--- config.mk ---
export PLATFORM = sky130hd
export DESIGN_NAME = frame_time_window_stats
export DESIGN_NICKNAME = d
export VERILOG_FILES = /design/src/hdl/ftws_pkg.sv /design/src/hdl/ftws_div.sv /design/src/hdl/ftws_dp.sv /design/src/hdl/ftws_ctrl.sv /design/src/hdl/frame_time_window_stats.sv
export SDC_FILE = /design/constraint.sdc
export NUM_CORES = 2
export LEC_CHECK = 0
export BUFFER_PORTS_ARGS = -buffer_cell sky130_fd_sc_hd__buf_4
export CORE_MARGIN = 2
export CORE_UTILIZATION = 45
export CTS_CLUSTER_SIZE = 16
export DETAILED_ROUTE_END_ITERATION = 10
export SLEW_MARGIN = 0
export SYNTH_ARGS = -nofsm -noshare
export SYNTH_HDL_FRONTEND = slang
export SYNTH_SLANG_ARGS = --single-unit
--- constraint.sdc ---
create_clock -name clk -period 7.2 [get_ports clk]
set_input_delay 0.72 -clock clk [delete_from_list [all_inputs] [get_ports clk]]
set_output_delay 0.72 -clock clk [all_outputs]
set_load 0.1 [all_outputs]
--- src/hdl/ftws_pkg.sv ---
`timescale 1ns / 1ps
// ----------------------------------------------------------------------------
// ftws_pkg
// Shared constants and the command and status bundles that pass between the
// frame time statistics controller and its datapath.
// ----------------------------------------------------------------------------
package ftws_pkg;

  localparam int DEF_WINDOW    = 64;
  localparam int DEF_TIME_BITS = 32;

  localparam int IN_W  = 32;
  localparam int OUT_W = 32;
  localparam int CFG_W = 32;

  localparam logic [CFG_W-1:0] TPS_RESET = 32'd1000000;

  // Controller to datapath commands.
  typedef struct packed {
    logic accept;        // take the input transfer and write the new delta
    logic div_start;     // load operands into the divider and start it
    logic div_rate;      // divider operands: 0 = sum / fill, 1 = tps / mean
    logic mean_capture;  // latch the mean from the divider
    logic rate_capture;  // latch the rounded rate from the divider
    logic out_load;      // move the finished result into the output register
  } ftws_cmd_t;

  // Datapath to controller status.
  typedef struct packed {
    logic scan_done;     // every filled entry has been accumulated
    logic div_busy;      // divider is iterating
    logic div_done;      // divider finished last cycle, quotient is final
    logic mean_zero;     // latched mean is zero
    logic out_free;      // output register can take a result this cycle
  } ftws_sts_t;

endpackage

--- src/hdl/ftws_div.sv ---
`timescale 1ns / 1ps
// ----------------------------------------------------------------------------
// ftws_div
// Restoring unsigned divider, one quotient bit per cycle.
// ----------------------------------------------------------------------------
module ftws_div #(
  parameter int DVD_W = 39,
  parameter int DSR_W = 32
) (
  input  logic             clk,
  input  logic             rst_n,
  input  logic             start,
  input  logic [DVD_W-1:0] dividend,
  input  logic [DSR_W-1:0] divisor,
  output logic             busy,
  output logic             done,
  output logic [DVD_W-1:0] quotient,
  output logic [DSR_W-1:0] remainder
);

  localparam int CW = $clog2(DVD_W);

  logic             busy_r;
  logic             done_r;
  logic [CW-1:0]    cnt_r;
  logic [DVD_W-1:0] quo_r;
  logic [DSR_W-1:0] rem_r;
  logic [DSR_W-1:0] dsr_r;

  logic [DSR_W:0]   rem_sh;
  logic [DSR_W:0]   rem_sub;
  logic             ge;

  always_comb begin
    rem_sh  = {rem_r, quo_r[DVD_W-1]};
    ge      = (rem_sh >= {1'b0, dsr_r});
    rem_sub = rem_sh - {1'b0, dsr_r};
  end

  always_ff @(posedge clk) begin
    if (!rst_n) begin
      busy_r <= 1'b0;
      done_r <= 1'b0;
      cnt_r  <= '0;
    end else begin
      done_r <= 1'b0;
      if (start) begin
        busy_r <= 1'b1;
        cnt_r  <= '0;
      end else if (busy_r) begin
        cnt_r <= cnt_r + 1'b1;
        if (cnt_r == CW'(DVD_W - 1)) begin
          busy_r <= 1'b0;
          done_r <= 1'b1;
        end
      end
    end
  end

  always_ff @(posedge clk) begin
    if (start) begin
      quo_r <= dividend;
      rem_r <= '0;
      dsr_r <= divisor;
    end else if (busy_r) begin
      quo_r <= {quo_r[DVD_W-2:0], ge};
      rem_r <= ge ? rem_sub[DSR_W-1:0] : rem_sh[DSR_W-1:0];
    end
  end

  assign busy      = busy_r;
  assign done      = done_r;
  assign quotient  = quo_r;
  assign remainder = rem_r;

  a_start_idle: assert property (@(posedge clk) disable iff (!rst_n)
    start |-> !busy_r)
    else $error("divider restarted while iterating");

  a_done_after_busy: assert property (@(posedge clk) disable iff (!rst_n)
    done_r |-> $past(busy_r))
    else $error("divider done without a preceding iteration");

endmodule

--- src/hdl/ftws_dp.sv ---
`timescale 1ns / 1ps
// ----------------------------------------------------------------------------
// ftws_dp
// Datapath: delta ring memory, window scan with sum and maximum, shared
// divider, rate rounding, configuration register and output register.
// ----------------------------------------------------------------------------
module ftws_dp
  import ftws_pkg::*;
#(
  parameter int WINDOW    = DEF_WINDOW,
  parameter int TIME_BITS = DEF_TIME_BITS
) (
  input  logic             clk,
  input  logic             rst_n,
  input  ftws_cmd_t        cmd,
  output ftws_sts_t        sts,
  input  logic [IN_W-1:0]  in_now_time,
  input  logic             cfg_valid,
  input  logic [CFG_W-1:0] cfg_ticks_per_second,
  input  logic             out_stall,
  output logic             out_valid,
  output logic [OUT_W-1:0] out_avg_time,
  output logic [OUT_W-1:0] out_worst_time,
  output logic [OUT_W-1:0] out_rate_per_second,
  output logic             out_valid_res
);

  localparam int AW    = (WINDOW > 1) ? $clog2(WINDOW) : 1;
  localparam int CNT_W = $clog2(WINDOW + 1);
  localparam int SW    = TIME_BITS + CNT_W;
  localparam int DVD_W = (SW > CFG_W) ? SW : CFG_W;
  localparam int DSR_W = (TIME_BITS > CNT_W) ? TIME_BITS : CNT_W;

  typedef logic [TIME_BITS-1:0] time_t;

  // Ring of frame deltas.
  time_t ring_mem [WINDOW];

  logic [CNT_W-1:0] fill_r, fill_nxt;
  logic [AW-1:0]    wi_r, wi_nxt;
  time_t            last_time_r;
  time_t            delta;
  logic [CFG_W-1:0] tps_r;

  logic             issue_r;
  logic             rd_vld_r;
  logic [AW-1:0]    addr_r;
  time_t            rd_data_r;
  logic [SW-1:0]    sum_r;
  time_t            worst_r;

  time_t            mean_r;
  logic [OUT_W-1:0] rate_r;
  logic             out_valid_r;
  logic [OUT_W-1:0] avg_out_r, worst_out_r, rate_out_r;
  logic             valid_res_r;

  logic             div_busy, div_done;
  logic [DVD_W-1:0] div_dvd, div_quo;
  logic [DSR_W-1:0] div_dsr, div_rem;
  logic             round_up;

  // Fill count saturates at the window size; the first slot written after
  // reset is slot zero, after which the index walks round the ring.
  always_comb begin
    fill_nxt = (fill_r == CNT_W'(WINDOW)) ? fill_r : fill_r + 1'b1;
    if (fill_r == '0 || wi_r == AW'(WINDOW - 1)) begin
      wi_nxt = '0;
    end else begin
      wi_nxt = wi_r + 1'b1;
    end
    delta = time_t'(in_now_time) - last_time_r;
  end

  always_ff @(posedge clk) begin
    if (!rst_n) begin
      fill_r      <= '0;
      wi_r        <= '0;
      last_time_r <= '0;
      tps_r       <= TPS_RESET;
      issue_r     <= 1'b0;
      rd_vld_r    <= 1'b0;
      out_valid_r <= 1'b0;
    end else begin
      if (cfg_valid) begin
        tps_r <= cfg_ticks_per_second;
      end
      if (cmd.accept) begin
        fill_r      <= fill_nxt;
        wi_r        <= wi_nxt;
        last_time_r <= time_t'(in_now_time);
        issue_r     <= 1'b1;
      end else if (issue_r && ({{(CNT_W > AW ? CNT_W - AW : 0){1'b0}}, addr_r}
                               == CNT_W'(fill_r - 1'b1))) begin
        issue_r <= 1'b0;
      end
      rd_vld_r <= issue_r;
      if (cmd.out_load) begin
        out_valid_r <= 1'b1;
      end else if (!out_stall) begin
        out_valid_r <= 1'b0;
      end
    end
  end

  always_ff @(posedge clk) begin
    if (cmd.accept) begin
      ring_mem[wi_nxt] <= delta;
    end
  end

  always_ff @(posedge clk) begin
    if (issue_r) begin
      rd_data_r <= ring_mem[addr_r];
    end
  end

  // Scan address and accumulators.
  always_ff @(posedge clk) begin
    if (cmd.accept) begin
      addr_r  <= '0;
      sum_r   <= '0;
      worst_r <= '0;
    end else begin
      if (issue_r) begin
        addr_r <= addr_r + 1'b1;
      end
      if (rd_vld_r) begin
        sum_r <= sum_r + SW'(rd_data_r);
        if (rd_data_r > worst_r) begin
          worst_r <= rd_data_r;
        end
      end
    end
  end

  always_comb begin
    if (cmd.div_rate) begin
      div_dvd = DVD_W'(tps_r);
      div_dsr = DSR_W'(mean_r);
    end else begin
      div_dvd = DVD_W'(sum_r);
      div_dsr = DSR_W'(fill_r);
    end
    round_up = ({div_rem, 1'b0} >= {1'b0, DSR_W'(mean_r)});
  end

  ftws_div #(
    .DVD_W (DVD_W),
    .DSR_W (DSR_W)
  ) u_div (
    .clk       (clk),
    .rst_n     (rst_n),
    .start     (cmd.div_start),
    .dividend  (div_dvd),
    .divisor   (div_dsr),
    .busy      (div_busy),
    .done      (div_done),
    .quotient  (div_quo),
    .remainder (div_rem)
  );

  always_ff @(posedge clk) begin
    if (cmd.mean_capture) begin
      mean_r <= div_quo[TIME_BITS-1:0];
    end
    if (cmd.rate_capture) begin
      rate_r <= OUT_W'(div_quo) + OUT_W'(round_up);
    end
    if (cmd.out_load) begin
      avg_out_r   <= OUT_W'(mean_r);
      worst_out_r <= OUT_W'(worst_r);
      rate_out_r  <= (mean_r == '0) ? '0 : rate_r;
      valid_res_r <= (mean_r != '0);
    end
  end

  always_comb begin
    sts.scan_done = !issue_r && !rd_vld_r;
    sts.div_busy  = div_busy;
    sts.div_done  = div_done;
    sts.mean_zero = (mean_r == '0);
    sts.out_free  = !out_valid_r || !out_stall;
  end

  assign out_valid           = out_valid_r;
  assign out_avg_time        = avg_out_r;
  assign out_worst_time      = worst_out_r;
  assign out_rate_per_second = rate_out_r;
  assign out_valid_res       = valid_res_r;

  a_fill_bound: assert property (@(posedge clk) disable iff (!rst_n)
    fill_r <= CNT_W'(WINDOW))
    else $error("fill count beyond window");

  a_scan_in_fill: assert property (@(posedge clk) disable iff (!rst_n)
    issue_r |-> ({{(CNT_W > AW ? CNT_W - AW : 0){1'b0}}, addr_r} < fill_r))
    else $error("scan read outside the filled entries");

  a_no_overwrite: assert property (@(posedge clk) disable iff (!rst_n)
    cmd.out_load |-> (!out_valid_r || !out_stall))
    else $error("pending result overwritten");

endmodule

--- src/hdl/ftws_ctrl.sv ---
`timescale 1ns / 1ps
// ----------------------------------------------------------------------------
// ftws_ctrl
// Sequencer: accept, scan, mean division, rate division, result hand-off.
// ----------------------------------------------------------------------------
module ftws_ctrl
  import ftws_pkg::*;
(
  input  logic      clk,
  input  logic      rst_n,
  input  logic      in_valid,
  output logic      in_stall,
  output ftws_cmd_t cmd,
  input  ftws_sts_t sts
);

  typedef enum logic [5:0] {
    ST_IDLE     = 6'b000001,
    ST_SCAN     = 6'b000010,
    ST_MEAN_DIV = 6'b000100,
    ST_RATE_SEL = 6'b001000,
    ST_RATE_DIV = 6'b010000,
    ST_DONE     = 6'b100000
  } state_t;

  state_t state_r, state_nxt;

  always_comb begin
    state_nxt = state_r;
    cmd       = '0;
    unique case (state_r)
      ST_IDLE: begin
        if (in_valid) begin
          cmd.accept = 1'b1;
          state_nxt  = ST_SCAN;
        end
      end
      ST_SCAN: begin
        if (sts.scan_done) begin
          cmd.div_start = 1'b1;
          state_nxt     = ST_MEAN_DIV;
        end
      end
      ST_MEAN_DIV: begin
        if (sts.div_done) begin
          cmd.mean_capture = 1'b1;
          state_nxt        = ST_RATE_SEL;
        end
      end
      ST_RATE_SEL: begin
        if (sts.mean_zero) begin
          state_nxt = ST_DONE;
        end else begin
          cmd.div_start = 1'b1;
          cmd.div_rate  = 1'b1;
          state_nxt     = ST_RATE_DIV;
        end
      end
      ST_RATE_DIV: begin
        cmd.div_rate = 1'b1;
        if (sts.div_done) begin
          cmd.rate_capture = 1'b1;
          state_nxt        = ST_DONE;
        end
      end
      ST_DONE: begin
        if (sts.out_free) begin
          cmd.out_load = 1'b1;
          state_nxt    = ST_IDLE;
        end
      end
      default: begin
        state_nxt = ST_IDLE;
      end
    endcase
  end

  always_ff @(posedge clk) begin
    if (!rst_n) begin
      state_r <= ST_IDLE;
    end else begin
      state_r <= state_nxt;
    end
  end

  assign in_stall = (state_r != ST_IDLE);

  a_div_start_idle: assert property (@(posedge clk) disable iff (!rst_n)
    cmd.div_start |-> !sts.div_busy)
    else $error("divide started while divider busy");

endmodule

--- src/hdl/frame_time_window_stats.sv ---
`timescale 1ns / 1ps
// ----------------------------------------------------------------------------
// frame_time_window_stats
// Sliding-window mean, maximum and event rate of frame-to-frame times.
// ----------------------------------------------------------------------------
// Each input transfer is one frame tick carrying the free-running timestamp
// in_now_time. The block stores the difference from the previous timestamp
// (modulo 2^TIME_BITS; the first difference after reset is the timestamp
// itself) in a ring of WINDOW entries, then returns one result transfer: the
// integer mean and the maximum of the entries filled so far, and the rate
// ticks_per_second / mean rounded to nearest with halves rounded up.
// out_valid_res is low, and the rate zero, when the mean is zero. One item
// is worked at a time. The scan reads the filled entries (at most WINDOW)
// of the ring memory one entry a cycle, and the mean and the rate each pass
// through the same bit-serial divider, one quotient bit a cycle, for a
// dividend of max(TIME_BITS + clog2(WINDOW+1), 32) bits. A finished
// result waits in the output register while the next item is accepted and
// worked. ticks_per_second is written through the cfg port, which is always
// ready and must be written only while idle. The ring needs no clearing
// pass after reset, because only entries already written are ever read.
// ----------------------------------------------------------------------------
module frame_time_window_stats
  import ftws_pkg::*;
#(
  parameter int WINDOW    = DEF_WINDOW,
  parameter int TIME_BITS = DEF_TIME_BITS
) (
  input  logic             clk,
  input  logic             rst_n,
  // Input channel: one frame tick per transfer.
  input  logic             in_valid,
  output logic             in_stall,
  input  logic [IN_W-1:0]  in_now_time,
  // Result channel: one result per input transfer.
  output logic             out_valid,
  input  logic             out_stall,
  output logic [OUT_W-1:0] out_avg_time,
  output logic [OUT_W-1:0] out_worst_time,
  output logic [OUT_W-1:0] out_rate_per_second,
  output logic             out_valid_res,
  // Configuration write channel for ticks_per_second.
  input  logic             cfg_valid,
  output logic             cfg_ready,
  input  logic [CFG_W-1:0] cfg_ticks_per_second
);

  ftws_cmd_t cmd;
  ftws_sts_t sts;

  // Configuration writes must be made only while idle; the block does not
  // enforce this, and a write transfer is always taken at once.
  assign cfg_ready = 1'b1;

  // The controller steps through accept, scan, the two divisions and the
  // hand-off to the output register.
  ftws_ctrl u_ctrl (
    .clk      (clk),
    .rst_n    (rst_n),
    .in_valid (in_valid),
    .in_stall (in_stall),
    .cmd      (cmd),
    .sts      (sts)
  );

  // The datapath holds the ring, accumulators, divider and result registers.
  ftws_dp #(
    .WINDOW    (WINDOW),
    .TIME_BITS (TIME_BITS)
  ) u_dp (
    .clk                  (clk),
    .rst_n                (rst_n),
    .cmd                  (cmd),
    .sts                  (sts),
    .in_now_time          (in_now_time),
    .cfg_valid            (cfg_valid),
    .cfg_ticks_per_second (cfg_ticks_per_second),
    .out_stall            (out_stall),
    .out_valid            (out_valid),
    .out_avg_time         (out_avg_time),
    .out_worst_time       (out_worst_time),
    .out_rate_per_second  (out_rate_per_second),
    .out_valid_res        (out_valid_res)
  );

endmodule

==> metrics.cfg <==
[routing]
met2WireLength_microns = 128000
dr.max_layer_used = met5
drtPass1Iterations = 5
m1WireLength_microns = 109000
dr_wl_met3_microns = 17500
wire_per_inst_microns = 29.3
routed_wl_microns = 261000
drc = 0
drtIter0Drc = 5464
ant_nets = 0
routed-via-count = 52326
vias_per_cell = 5.88

[clock_tree]
clkTransAtPathRegs_ps = 60
htreeDepth = 5
cts_buffers = 277
clock_tree.buffer_depth = 4
cts_setup_buffers = 0
cts.sinks = 2515
cts_root_buf = clkbuf_16
cts_tree = done
clkLatencyLatePin_ps = 920

[floorplan]
core_area_sq_mm = 0.225
dieArea_sq_mm = 0.231
start_util = 0.453
die-height_microns = 480
die_width_microns = 480
rows = 174
ioPinCount = 169

[cells_and_area]
fin_nets = 5956
design_area_sq_mm = 0.117
synthToLayoutAreaGrowth_pct = 14.1
largest_register = u_dp.ring_mem
layout-drive-gt1-share = 0.247
largest_reg_flops = 2048

[setup_path]
cpPeakStageDelay_ps = 990
critPathBufInv = 1
worstPathRequired_ps = 7750
worstReg2RegStart = u_dp.fill_r[2]$_SDFFE_PN0P_
startpoint_type = flip-flop
path_max_fanout = 19
r2r_slack_ps = 2540
critical_path_class = reg2reg
cp.arrival_ps = 5210
r2r_cells = 8
critical_path.slowest_cell = nor2_4
r2r-end = u_dp.ring_mem[45][22]$_DFFE_PP_
cp_cell_sequence = nor4_1 > nand2_1 > nor2_1 > nor2_1 > nor3_1 > nand2_1 > nor2_4 > buf_4
critical-path-top-delay-family = simple AND/OR/NAND/NOR gates
end_kind = flip-flop

[synthesis]
yosys-top-cells-count = edfxtp_1, mux4_2, nand2_1
synth.top_cell.area_share = 0.680
synth_nets = 5619
postSynthCellCount = 5379
yosysSeqAreaShare = 0.719
synth_edf_count = 2312
yosysWarningCount = 0
synth-seq-cells = 2515
synth_ff_type = edfxtp_1
yosysUniqueCellTypes = 73
avgSynthCellArea_sq_um = 19.0
synth_area_sq_mm = 0.102
synth.most_common_cell = edfxtp_1
ys_async_sr_fraction = 0
yosys.area.top_type = edfxtp_1
synth_area_leaders = edfxtp_1, mux4_2, dfxtp_1

[timing]
timing.setup.tns_ps = 0
final-setup-viol-count = 0
finalCritPeriodShare = 0.647
hold_viol_final = 0
rsz0062_at_grt = false
timing.slew.headroom = 0.229
min_period_ps = 4660
worst_slew_pin_slew_ps = 1160
fin_ws_ps = 2540
maxSlewViolCount = 0
finClkSkew_ps = 59.3
fmax_mhz = 215
holdWs_ps = 64.1

[place]
place_ws_ps = 2080
port_buffers = 167
place_congestion = 0.855
place_area_sq_mm = 0.108
place_hpwl_microns = 152000

[grt]
grt_max_degree = 124
grt_pass1_wl_microns = 376000
grt_pass1_vias = 52546
overflow = 0
globalRouteTotalUtil = 0.226
antenna_found_initial = 26

[pwr]
ir_drop_mv = 0.300
power_frac_comb = 0.210
p_leak_nw = 37.6
switching_share = 0.270
seqPwrFrac = 0.449
power.density_mw_per_mm2 = 336
p_int_w = 0.0286
p_clk_frac = 0.341
power_switching_w = 0.0106

[worst_hold_path]
min-delay-start = cfg_ticks_per_second[29]
min_to = u_dp.tps_r[29]$_SDFFE_PN0P_
hold_class = in2reg
whs_path_depth = 3

[flow_run]
drv_cap = 0

[status]
status = completed

layer usage:
metal | GRT usage | up-vias
met4 | 0.0578 | 20
li1 | - | 22292
met1 | 0.315 | 27748
met3 | 0.0384 | 402
met5 | 0 | -
met2 | 0.372 | 1864
logic make-up (layout without fill, tap and decap cells):
kind of cell | count (synthesis) | count (layout) | synth area share
AOI/OAI and AO/OA | 546 | 546 | 0.0333
xor gates and xnor gates | 149 | 149 | 0.0128
adders and majority gates | 171 | 171 | 0.0212
buffers and inverters | 418 | 945 | 0.0164
DFF | 2515 | 2515 | 0.719
muxes | 809 | 809 | 0.162
other | 1 | 7 | 0.0000367
and+or+nand+nor | 770 | 770 | 0.0352
power by group through the flow:
stage | logic (W) | registers, W | clock network [W]
global route | 0.00889 | 0.0176 | 0.0141
detailed placement | 0.00828 | 0.0179 | 0
floorplan | 0.00588 | 0.0177 | 0
finish | 0.00821 | 0.0176 | 0.0133
CTS | 0.00830 | 0.0176 | 0.0136
global placement | 0.00818 | 0.0179 | 0
layout make-up:
| cell class | count | area [sq um] |
|---|---|---|
| fill | 17729 | 109000 |
| sequential | 2515 | 73500 |
| multi-input combinational | 2446 | 27800 |
| clock buffer | 360 | 7500 |
| tap | 2992 | 3740 |
| timing repair buffer | 309 | 2490 |
| clock inverter | 109 | 882 |
| inverter | 167 | 627 |
| antenna | 6 | 15.0 |
metrics by stage:
step	power [W]	utilization	cells
after floorplan	0.0236	-	5379
after global placement	0.0261	0.480	8424
after detailed placement	0.0262	0.480	8424
after CTS	0.0395	0.517	8898
after global routing	0.0407	0.517	8900
final	0.0391	0.517	8904
layout by cell type, fill, tap and decap left out, types with 17 or more instances in the layout:
cell type	synthesis	routed
a211oi_1	22	22
a21boi_0	45	45
a21o_1	73	73
a21oi_1	162	159
and3_1	19	19
buf_4	2	291
clkbuf_1	179	67
clkbuf_16	0	286
clkinv_1	1	53
clkinv_2	0	34
dfxtp_1	203	194
edfxtp_1	2312	2312
ha_1	168	168
inv_1	165	165
mux2i_1	132	132
mux4_2	672	672
nand2_1	239	237
nand2b_1	20	20
nand3_1	46	46
nand4_1	34	34
nor2_1	230	163
nor2_4	0	66
nor2b_1	85	85
nor3_1	32	32
o21a_1	17	17
o21ai_0	143	143
xnor2_1	99	79
xnor2_2	0	20
xor2_1	50	43
what timing repair did:
item                      4_1_cts  5_1_grt
gates resized for setup         0        0
hold buffers                    5        0
hold endpoints to repair        5        0
how the worst max path moves through the flow:
stage                                           startpoint                               to  depth (start not counted)
after floorplan                u_dp.out_valid$_SDFFE_PN0P_   u_dp.out_avg_time[0]$_DFFE_PP_                          1
after detailed placement                    in_now_time[1]  u_dp.ring_mem[42][25]$_DFFE_PP_                         11
final                          u_dp.fill_r[2]$_SDFFE_PN0P_  u_dp.ring_mem[45][22]$_DFFE_PP_                          8
after global routing           u_dp.fill_r[2]$_SDFFE_PN0P_  u_dp.ring_mem[45][22]$_DFFE_PP_                          8
after global placement                      in_now_time[1]  u_dp.ring_mem[42][25]$_DFFE_PP_                         11
after CTS                 u_dp.last_time_r[1]$_SDFFE_PN0P_  u_dp.ring_mem[56][25]$_DFFE_PP_                         11
worst reg2reg max path: stages (launching register included):
cell     delay, ps
dfxtp_1        410
nor4_1         550
nand2_1        100
nor2_1         580
nor2_1         190
nor3_1         400
nand2_1        540
nor2_4        1000
buf_4          510
(Power assumes the default switching activity.)
